### config.mk
export PLATFORM = sky130hd
export DESIGN_NAME = proportional_text_layout
export DESIGN_NICKNAME = d
export VERILOG_FILES = /design/src/sv/ptl_pkg.sv /design/src/sv/proportional_text_layout.sv
export SDC_FILE = /design/constraint.sdc
export NUM_CORES = 2
export LEC_CHECK = 0
export ABC_AREA = 1
export CAP_MARGIN = 20
export CORE_AREA = 3 3 320 322
export DETAILED_ROUTE_END_ITERATION = 8
export DIE_AREA = 0 0 323 325
export DONT_BUFFER_PORTS = 1
export PLACE_DENSITY = 0.75
export SKIP_CTS_REPAIR_TIMING = 1
export SLEW_MARGIN = 25
export SYNTH_ARGS = -nofsm -noshare
export SYNTH_HDL_FRONTEND = slang
export SYNTH_SLANG_ARGS = --single-unit
### constraint.sdc
create_clock -name clock -period 7.4 [get_ports clock]
set_clock_uncertainty 0.15 [all_clocks]
set_input_delay 0.74 -clock clock [delete_from_list [all_inputs] [get_ports clock]]
set_output_delay 0.74 -clock clock [all_outputs]
set_load 0.02 [all_outputs]
### src/sv/ptl_pkg.sv
`timescale 1ns / 1ps

package ptl_pkg;

   // Font atlas geometry
   localparam int TILE_SIZE     = 8;
   localparam int ATLAS_COLUMNS = 16;

   localparam logic [7:0] NEWLINE_CODE = 8'd10;

   localparam logic [7:0] SCALE_RESET     = 8'd16;
   localparam logic [4:0] ROW_PITCH_RESET = 5'd10;

   localparam int CSR_DATA_W  = 8;
   localparam int CSR_INDEX_W = 1;
   localparam logic [CSR_INDEX_W-1:0] CSR_SCALE     = 1'b0;
   localparam logic [CSR_INDEX_W-1:0] CSR_ROW_PITCH = 1'b1;

   typedef enum logic [1:0] {
      OP_LOAD  = 2'd0,
      OP_BEGIN = 2'd1,
      OP_CHAR  = 2'd2,
      OP_END   = 2'd3
   } opcode_type;

   typedef enum logic [1:0] {
      KIND_ACK    = 2'd0,
      KIND_GLYPH  = 2'd1,
      KIND_REPORT = 2'd2
   } kind_type;

endpackage

### src/sv/proportional_text_layout.sv
`timescale 1ns / 1ps

// Channel   Direction  Handshake            Payload
// req_*     in         req_valid/req_stall  opcode, code, glyph_width, start_x, start_y, color
// rsp_*     out        rsp_valid/rsp_stall  kind, draw_x/y, src_x/y, draw_size, draw_color,
//                                           text_width
// csr_*     in         csr_write            csr_index, csr_wdata (scale, row pitch)
//
// Every item yields exactly one result; after acceptance it passes the
// table-read stage and then the result register, which drives rsp.
// One item per cycle sustained unless rsp stalls: the width table read and the
// cursor update (small multiplies and a 25-bit add with saturation) each take one stage.
// Synchronous active-high reset clears control, cursor and line state, sets the
// config registers to defaults; the width table is not cleared and must be loaded first.
// A stall on rsp holds the result register and the stage before it; req_stall
// rises only when both are full and rsp is stalled.

module proportional_text_layout (
   input  logic                              clock,
   input  logic                              reset,
   // input channel
   input  logic                              req_valid,
   output logic                              req_stall,
   input  logic [1:0]                        req_opcode,
   input  logic [7:0]                        req_code,
   input  logic [3:0]                        req_glyph_width,
   input  logic signed [15:0]                req_start_x,
   input  logic signed [15:0]                req_start_y,
   input  logic [31:0]                       req_color,
   // result channel
   output logic                              rsp_valid,
   input  logic                              rsp_stall,
   output logic [1:0]                        rsp_kind,
   output logic signed [11:0]                rsp_draw_x,
   output logic signed [11:0]                rsp_draw_y,
   output logic [6:0]                        rsp_src_x,
   output logic [6:0]                        rsp_src_y,
   output logic [10:0]                       rsp_draw_size,
   output logic [31:0]                       rsp_draw_color,
   output logic [15:0]                       rsp_text_width,
   // configuration
   input  logic                              csr_write,
   input  logic [ptl_pkg::CSR_INDEX_W-1:0]   csr_index,
   input  logic [ptl_pkg::CSR_DATA_W-1:0]    csr_wdata
);

   localparam logic signed [23:0] CUR_MAX = 24'sh7FFFFF;

   // floor((c + 8) / 16), clamped to 12-bit signed
   function automatic logic signed [11:0] round_pix(input logic signed [23:0] c);
      logic signed [24:0] v;
      logic signed [20:0] p;
      v = {c[23], c} + 25'sd8;
      p = v[24:4];
      if (p > 21'sd2047)
         return 12'sd2047;
      else if (p < -21'sd2048)
         return -12'sd2048;
      else
         return p[11:0];
   endfunction

   // configuration registers
   logic [7:0] scale_q4_ff;
   logic [4:0] row_pitch_ff;

   always_ff @(posedge clock) begin
      if (reset) begin
         scale_q4_ff  <= ptl_pkg::SCALE_RESET;
         row_pitch_ff <= ptl_pkg::ROW_PITCH_RESET;
      end else if (csr_write) begin
         case (csr_index)
            ptl_pkg::CSR_SCALE:     scale_q4_ff  <= csr_wdata[7:0];
            ptl_pkg::CSR_ROW_PITCH: row_pitch_ff <= csr_wdata[4:0];
            default: ;
         endcase
      end
   end

   // handshake: stage 1 (table read) and result register
   logic s1_valid_ff;
   logic rsp_valid_ff;
   logic req_accept;
   logic s2_adv;

   assign req_stall  = s1_valid_ff && rsp_valid_ff && rsp_stall;
   assign req_accept = req_valid && !req_stall;
   assign s2_adv     = s1_valid_ff && (!rsp_valid_ff || !rsp_stall);

   always_ff @(posedge clock) begin
      if (reset) begin
         s1_valid_ff  <= 1'b0;
         rsp_valid_ff <= 1'b0;
      end else begin
         if (!req_stall)
            s1_valid_ff <= req_valid;
         if (!rsp_valid_ff || !rsp_stall)
            rsp_valid_ff <= s1_valid_ff;
      end
   end

   // width table: write on accept of a load, read on accept of any item.
   // A load followed directly by a character of the same code sees the new
   // entry, since the write lands at the edge before the read.
   logic [3:0]               width_mem [256];
   logic [3:0]               s1_width_ff;
   ptl_pkg::opcode_type      s1_op_ff;
   logic [7:0]               s1_code_ff;
   logic signed [15:0]       s1_start_x_ff;
   logic signed [15:0]       s1_start_y_ff;
   logic [31:0]              s1_color_ff;

   always_ff @(posedge clock) begin
      if (req_accept) begin
         if (ptl_pkg::opcode_type'(req_opcode) == ptl_pkg::OP_LOAD)
            width_mem[req_code] <= req_glyph_width;
         s1_width_ff   <= width_mem[req_code];
         s1_op_ff      <= ptl_pkg::opcode_type'(req_opcode);
         s1_code_ff    <= req_code;
         s1_start_x_ff <= req_start_x;
         s1_start_y_ff <= req_start_y;
         s1_color_ff   <= req_color;
      end
   end

   // layout state
   logic signed [23:0] cursor_x_ff, cursor_x_in;
   logic signed [23:0] cursor_y_ff, cursor_y_in;
   logic signed [15:0] origin_x_ff, origin_x_in;
   logic [31:0]        held_color_ff, held_color_in;
   logic [15:0]        line_len_ff, line_len_in;
   logic [15:0]        max_len_ff, max_len_in;

   // result register
   ptl_pkg::kind_type  rsp_kind_ff, rsp_kind_in;
   logic signed [11:0] rsp_draw_x_ff, rsp_draw_x_in;
   logic signed [11:0] rsp_draw_y_ff, rsp_draw_y_in;
   logic [6:0]         rsp_src_x_ff, rsp_src_x_in;
   logic [6:0]         rsp_src_y_ff, rsp_src_y_in;
   logic [10:0]        rsp_draw_size_ff, rsp_draw_size_in;
   logic [31:0]        rsp_draw_color_ff, rsp_draw_color_in;
   logic [15:0]        rsp_text_width_ff, rsp_text_width_in;

   // datapath terms
   logic [11:0]        adv_x;
   logic [12:0]        step_y;
   logic signed [24:0] sum_x;
   logic signed [24:0] sum_y;
   logic signed [23:0] next_x;
   logic signed [23:0] next_y;
   logic [16:0]        len_sum;
   logic [15:0]        longest;
   logic [11:0]        src_x_full;
   logic [11:0]        src_y_full;
   logic [11:0]        size_full;

   always_comb begin
      adv_x  = 12'(s1_width_ff) * 12'(scale_q4_ff);
      step_y = 13'(row_pitch_ff) * 13'(scale_q4_ff);

      // both steps are non-negative, so only the upper bound can be crossed
      sum_x  = {cursor_x_ff[23], cursor_x_ff} + $signed({13'b0, adv_x});
      sum_y  = {cursor_y_ff[23], cursor_y_ff} + $signed({12'b0, step_y});
      next_x = (!sum_x[24] && sum_x[23]) ? CUR_MAX : sum_x[23:0];
      next_y = (!sum_y[24] && sum_y[23]) ? CUR_MAX : sum_y[23:0];

      len_sum = {1'b0, line_len_ff} + 17'(s1_width_ff);
      longest = (line_len_ff > max_len_ff) ? line_len_ff : max_len_ff;

      src_x_full = 12'(s1_code_ff % ptl_pkg::ATLAS_COLUMNS) * 12'(ptl_pkg::TILE_SIZE);
      src_y_full = 12'(s1_code_ff / ptl_pkg::ATLAS_COLUMNS) * 12'(ptl_pkg::TILE_SIZE);
      size_full  = 12'(ptl_pkg::TILE_SIZE) * 12'(scale_q4_ff);
   end

   always_comb begin
      // hold state unless an item below says otherwise
      cursor_x_in   = cursor_x_ff;
      cursor_y_in   = cursor_y_ff;
      origin_x_in   = origin_x_ff;
      held_color_in = held_color_ff;
      line_len_in   = line_len_ff;
      max_len_in    = max_len_ff;

      // unused result fields stay zero
      rsp_kind_in       = ptl_pkg::KIND_ACK;
      rsp_draw_x_in     = '0;
      rsp_draw_y_in     = '0;
      rsp_src_x_in      = '0;
      rsp_src_y_in      = '0;
      rsp_draw_size_in  = '0;
      rsp_draw_color_in = '0;
      rsp_text_width_in = '0;

      case (s1_op_ff)
         ptl_pkg::OP_LOAD: ;  // table already written; acknowledge only
         ptl_pkg::OP_BEGIN: begin
            cursor_x_in   = 24'(s1_start_x_ff);
            cursor_y_in   = 24'(s1_start_y_ff);
            origin_x_in   = s1_start_x_ff;
            held_color_in = s1_color_ff;
            line_len_in   = '0;
            max_len_in    = '0;
         end
         ptl_pkg::OP_CHAR: begin
            if (s1_code_ff == ptl_pkg::NEWLINE_CODE) begin
               // return to origin, step down, fold the finished line
               cursor_x_in = 24'(origin_x_ff);
               cursor_y_in = next_y;
               max_len_in  = longest;
               line_len_in = '0;
            end else begin
               rsp_kind_in       = ptl_pkg::KIND_GLYPH;
               rsp_draw_x_in     = round_pix(cursor_x_ff);
               rsp_draw_y_in     = round_pix(cursor_y_ff);
               rsp_src_x_in      = (src_x_full > 12'd127) ? 7'd127 : src_x_full[6:0];
               rsp_src_y_in      = (src_y_full > 12'd127) ? 7'd127 : src_y_full[6:0];
               rsp_draw_size_in  = (size_full > 12'd2047) ? 11'd2047 : size_full[10:0];
               rsp_draw_color_in = held_color_ff;
               cursor_x_in       = next_x;
               line_len_in       = len_sum[16] ? 16'hFFFF : len_sum[15:0];
            end
         end
         ptl_pkg::OP_END: begin
            rsp_kind_in       = ptl_pkg::KIND_REPORT;
            rsp_text_width_in = longest;
         end
         default: ;
      endcase
   end

   always_ff @(posedge clock) begin
      if (reset) begin
         cursor_x_ff   <= '0;
         cursor_y_ff   <= '0;
         origin_x_ff   <= '0;
         held_color_ff <= '0;
         line_len_ff   <= '0;
         max_len_ff    <= '0;
      end else if (s2_adv) begin
         cursor_x_ff   <= cursor_x_in;
         cursor_y_ff   <= cursor_y_in;
         origin_x_ff   <= origin_x_in;
         held_color_ff <= held_color_in;
         line_len_ff   <= line_len_in;
         max_len_ff    <= max_len_in;
      end
   end

   always_ff @(posedge clock) begin
      if (s2_adv) begin
         rsp_kind_ff       <= rsp_kind_in;
         rsp_draw_x_ff     <= rsp_draw_x_in;
         rsp_draw_y_ff     <= rsp_draw_y_in;
         rsp_src_x_ff      <= rsp_src_x_in;
         rsp_src_y_ff      <= rsp_src_y_in;
         rsp_draw_size_ff  <= rsp_draw_size_in;
         rsp_draw_color_ff <= rsp_draw_color_in;
         rsp_text_width_ff <= rsp_text_width_in;
      end
   end

   assign rsp_valid      = rsp_valid_ff;
   assign rsp_kind       = rsp_kind_ff;
   assign rsp_draw_x     = rsp_draw_x_ff;
   assign rsp_draw_y     = rsp_draw_y_ff;
   assign rsp_src_x      = rsp_src_x_ff;
   assign rsp_src_y      = rsp_src_y_ff;
   assign rsp_draw_size  = rsp_draw_size_ff;
   assign rsp_draw_color = rsp_draw_color_ff;
   assign rsp_text_width = rsp_text_width_ff;

endmodule

# Word-level counts from Yosys, hierarchy flattened
# Memory sizes are Yosys's and may differ from the RTL's. A register that Yosys moved wholly into a read port is not among the register bits.
# Index checks and enable logic that the tools add are counted.
# totals
inputBits,92
reg_bits,316
mem_count,1
mem_bits_rw,1024
word_cells,94
# classes
multipliers,2
order_cmp,8
mux,24
n_addsub,5
eq_ne,5
reduce_logical,22
bitwise_logic,2
# memory_table
name,words,width,read_ports,rd_ports_with_merged_regs,write_ports,line,rtl
width_mem,256,4,1,1,1,proportional_text_layout.sv:105,logic [3:0] width_mem [256];
# op_table
operator,count
$mux W24,4
$pmux W24 S2,2
$mux W16,4
$pmux W16 S2,2
$add A24 B5 Y25 const B,2
$gt A21 B12 Y1 const B,2
$lt A21 B12 Y1 const B,2
$mux W11,3
$add A24 B13 Y25,1
$add A24 B14 Y25,1
$mux W12,2
$add A16 B4 Y17,1
$gt A16 B16 Y1,1
$gt A7 B7 Y1 const B,2
$mux W7,2
$mul A5 B8 Y13,1
$mul A4 B8 Y12,1
$gt A11 B11 Y1 const B,1
$eq A8 B4 Y1 const B,1
$reduce_and A2 Y1,4
$logic_and A1 B1 Y1,6
$reduce_or A3 Y1,2
$logic_not A1 Y1,5
$eq A2 B2 Y1 const B,2
other kinds (10),14

# Depth between registers and ports, before layout
# logic_depth
word_depth,7
depth_mapped,33
mapped_depth_nobuf,31

# Worst setup path before layout
# OpenSTA, ideal clock, no wires.
# synth_path
path_type,register to register
start,reg scale_q4_ff[2]
end,reg cursor_y_ff[15]
path_buffers,2
path_stages_with_launch,29
t_required_ps,7118
setup_ps,132
setup_slack_ps,2267
synth_period_minus_slack_ps,5133
arrival_ps,4851
cell_sequence,dfxtp_1 clkbuf_1 nand2_1 inv_1 fa_1 fa_1 inv_1 fa_1 inv_1 ha_1 nand2_1 o21ai_0 nand4_1 nand3_1 nand2_1 nand2_1 a21oi_1 xor2_1 ha_1 nand2_1 nor3_1 nand2_1 nand2_1 nand3_1 nand3_2 buf_2 nand2_1 nand2_1 a21oi_1
# synth_between
elab_chain_cells,7
# synth_lines
element,line,rtl
start: declaration,proportional_text_layout.sv:64,logic [7:0] scale_q4_ff;
start signal: assignment,proportional_text_layout.sv:69,scale_q4_ff <= ptl_pkg::SCALE_RESET;
start signal: assignment,proportional_text_layout.sv:73,ptl_pkg::CSR_SCALE: scale_q4_ff <= csr_wdata[7:0];
$mul A5 B8 Y13 (*),proportional_text_layout.sv:159,step_y = 13'(row_pitch_ff) * 13'(scale_q4_ff);
$add A24 B14 Y25 (*),proportional_text_layout.sv:163,"sum_y = {cursor_y_ff[23], cursor_y_ff} + $signed({12'b0, step_y});"
$logic_not A1 Y1,proportional_text_layout.sv:165,next_y = (!sum_y[24] && sum_y[23]) ? CUR_MAX : sum_y[23:0];
$logic_and A1 B1 Y1,proportional_text_layout.sv:165,
$mux W24 (*),proportional_text_layout.sv:165,
$mux W24 (*),proportional_text_layout.sv:205,if (s1_code_ff == ptl_pkg::NEWLINE_CODE) begin
$pmux W24 S2 (*),proportional_text_layout.sv:194,case (s1_op_ff)
end signal: assignment,proportional_text_layout.sv:241,cursor_y_ff <= cursor_y_in;
end: declaration,proportional_text_layout.sv:128,"logic signed [23:0] cursor_y_ff, cursor_y_in;"
# Every way passes the cells marked *; elsewhere a longest branch is shown, timed or not. The select of a mux whose other input is x is not followed.
# A chain may end at the register's enable or synchronous reset.

# Worst setup path after layout
# Same ends and word-level chain as after synthesis.

==> results.cfg <==
[timing]
fmax_ghz = 0.1708
setup_viol = 0
slew-limit-headroom_pct = 23.49
rsz0062_at_grt = false
hold_viol_final = 1
post-route-period-util_pct = 79.13
setup_ws_ns = 1.544
tightest_slew_ns = 1.148
layout_min_cycle_time_ns = 5.856
fin_tns_setup_ns = 0
worst_hold_slack_ns = -0.01178
final-max-slew-violation-count = 0

[setup_path]
slowest_delay_ns = 0.56
crit_arrival_ns = 6.37
rrSetupSlack_ns = 1.54
crit_path_start_kind = flop
required_ns = 7.91
worstReg2RegStart = scale_q4_ff[2]$_SDFFE_PP0P_
cp-end-kind = flop
crit_top_cell = nand2_1
timing.rr.end = cursor_y_ff[15]$_SDFFE_PP0P_
critPathSlowestCell = dfxtp_1
cp_max_fo = 23
path_class = reg -> reg
critPathCapture = cursor_y_ff[15]$_SDFFE_PP0P_
startpoint = scale_q4_ff[2]$_SDFFE_PP0P_
ff2ff_path_depth = 27

[power_and_ir_drop]
pwr-share-clk_pct = 42.0
comb_power_share_pct = 6.8
switchingPower_mw = 3.725
powerDensity_nw_per_um2 = 249.8
power_mw = 16.39
irDropWorstVdd_mv = 0.2228
power_frac_seq_pct = 51.2
swShare_pct = 22.73
intPower_mw = 12.66
leakage_nw = 25.48

[logic_synthesis]
syn_area_per_cell_um2 = 9.931
synth_cells = 6000
synth_warnings = 0
yosysUniqueCellTypes = 40
netlist_area_um2 = 59590
synth_top_area_share_pct = 60.07
async_reset_ff_share_pct = 0
synth_edf_count = 1192
synth_seq_cells = 1335
synth.yosys.seq_area_share_pct = 64.88
synth_area_leaders = edfxtp_1, nand2_1, dfxtp_1, nor2_1, inv_1
synth_top_cell_by_area = edfxtp_1
ys.flop_type = edfxtp_1

[clock_tree]
clk_pin_slew_worst_paths_ns = 0.07
cts_buffers = 138
clockRootBuffer = clkbuf_16
cts_max_level = 4
cts.path.max_buffers = 3
cts.sinks = 1335
cts_tree = done
worstSkewPairLatency_ns = 0.74

[final_layout]
final_cells = 7377
nets = 6184
synthToLayoutAreaGrowth_pct = 10.11
layout-drive-gt1-share_pct = 4.771

[floorplan]
io_pins = 193
fp.dieArea_um2 = 105000
num_rows = 116
die_h_um = 325
die_x_um = 323
design.core.area_um2 = 99860
initial_core_util_pct = 59.67

[place]
gp_congestion = 0.9364
portBuffers = 0
pre_cts_slack_ns = 1.599
hpwl_um = 91050
placedCellCount = 7046

[status]
violations = negative hold slack
run_status = finished, violations left

[grt]
grt_pass1_vias = 40450
overflow = 0
track_usage_pct = 29.04
antenna_found_initial = 3
grt_max_degree = 257
grt_pass1_wl_um = 234700

[drt]
via_per_inst = 5.785
num_vias = 42680
totalWireLength_um = 155500
first_iter_violations = 4881
final_antenna_net_count = 0
drt-pass1-iter-count = 6
wl_per_cell_um = 21.08
drc = 0

[flow_run]
maxCapViolCount = 0

[min_path]
hp-class = in -> reg
-- sequential cells by signal, summed over array words and instances, names as in the netlist, 24 cells and up --
name / cells
cursor_x_ff: 24
s1_color_ff: 32
cursor_y_ff: 24
held_color_ff: 32
rsp_draw_color: 32
width_mem: 1024
-- synth_stat cells, types with 5 or more instances --
cell / instances
nand3_2: 8
nand4_1: 89
buf_4: 16
a22oi_1: 38
nor2_2: 12
o21ai_0: 180
nor2_1: 520
edfxtp_1: 1192
nor3_1: 8
inv_1: 376
xor2_1: 39
o21ai_1: 43
buf_2: 99
fa_1: 33
nand2_1: 2326
a21oi_1: 279
buf_6: 5
clkbuf_1: 147
inv_2: 7
xnor2_1: 22
dfxtp_1: 143
ha_1: 88
buf_1: 23
nor2_4: 5
nand2_2: 5
nand3_1: 263
-- cells by family after synthesis --
| family | Yosys count | share of synthesized area, % |
|---|---|---|
| AOI/OAI and AO/OA | 551 | 4.834 |
| xor gates and xnor gates | 61 | 0.8966 |
| adders and majority gates | 121 | 2.957 |
| buffers and inverters | 676 | 4.630 |
| DFF | 1335 | 64.88 |
| other | 1 | 0.006293 |
| and+or+nand+nor | 3255 | 21.80 |
-- placed cells by master, fill, tap and decap left out, types with 10 or more instances in the layout --
cell           Yosys  routed
dfxtp_1          143     143
xor2_1            39      39
nor2_2            12      10
clkinv_2           0      17
edfxtp_1        1192    1192
clkbuf_16          0     140
o21ai_1           43      43
clkinv_1           3      25
inv_1            376     370
xnor2_1           22      22
nor2_1           520     516
o21ai_0          180     180
nand2_2            5      16
nand2_1         2326    2315
ha_1              88      88
nor2_4             5      11
dlygate4sd3_1      0      82
a21oi_1          279     279
a22oi_1           38      38
buf_4             16      26
bufinv_16          0      14
clkbuf_1         147      30
fa_1              33      33
nand4_1           89      89
nand3_1          263     263
-- power by group through the flow --
stage                     Sequential [mW]  Clock [mW]  Combinational (mW)
after floorplan                      8.51           0               0.786
after global placement               8.55           0                1.02
after detailed placement             8.55           0                1.04
after CTS                            8.39        6.94                1.05
after global routing                 8.40        7.24                1.23
final                                8.40        6.88                1.11
-- cell type report --
class / instances / area (µm²)
repair buffers: 113 / 1124
inverters: 386 / 1465
clock buffers: 176 / 3699
diodes: 1 / 2.502
well taps: 1298 / 1624
flip-flops and latches: 1335 / 38660
fillers: 7477 / 34240
multi-input cells: 3997 / 18270
clock inverters: 71 / 768.2
-- how the worst min path moves through the flow --
stage / slack [ns] / startpoint / depth (start not counted) / end
floorplan: 0.28 / origin_x_ff[15]$_SDFFE_PP0P_ / 2 / origin_x_ff[15]$_SDFFE_PP0P_
detailed placement: 0.30 / held_color_ff[17]$_SDFFE_PP0P_ / 2 / held_color_ff[17]$_SDFFE_PP0P_
global placement: 0.29 / origin_x_ff[10]$_SDFFE_PP0P_ / 2 / origin_x_ff[10]$_SDFFE_PP0P_
global route: 0.007 / req_glyph_width[0] / 0 / width_mem[251][0]$_DFFE_PP_
CTS: -0.11 / reset / 1 / cursor_y_ff[23]$_SDFFE_PP0P_
finish: -0.01 / csr_wdata[3] / 2 / row_pitch_ff[3]$_SDFFE_PP1P_
-- critical path: cells and delay by family (launching register included) --
kind	cells	cell delay, ns
buf+inv	4	0.27
compound gates	3	0.55
fa+ha+maj	5	2.25
flops	1	0.56
simple gates	14	1.83
xor+xnor	1	0.15
-- routing by layer --
layer / global-route usage, % / part of all wire, % / vias up
met1: 39.90 / 39 / 20150
li1: - / - / 19870
met5: 0 / 0.0084 / -
met4: 11.57 / 3.8 / 2
met2: 46.09 / 47 / 2253
met3: 5.407 / 9.9 / 399
-- per-stage QoR --
| stage | cell area (µm²) | util [%] |
|---|---|---|
| 2_1_floorplan | 59620 | - |
| 3_3_place_gp | 60300 | 60.38 |
| 3_5_place_dp | 60300 | 60.38 |
| 4_1_cts | 64760 | 64.86 |
| 5_1_grt | 65610 | 65.71 |
| 6_report | 65610 | 65.71 |
(Power assumes the default switching activity.)
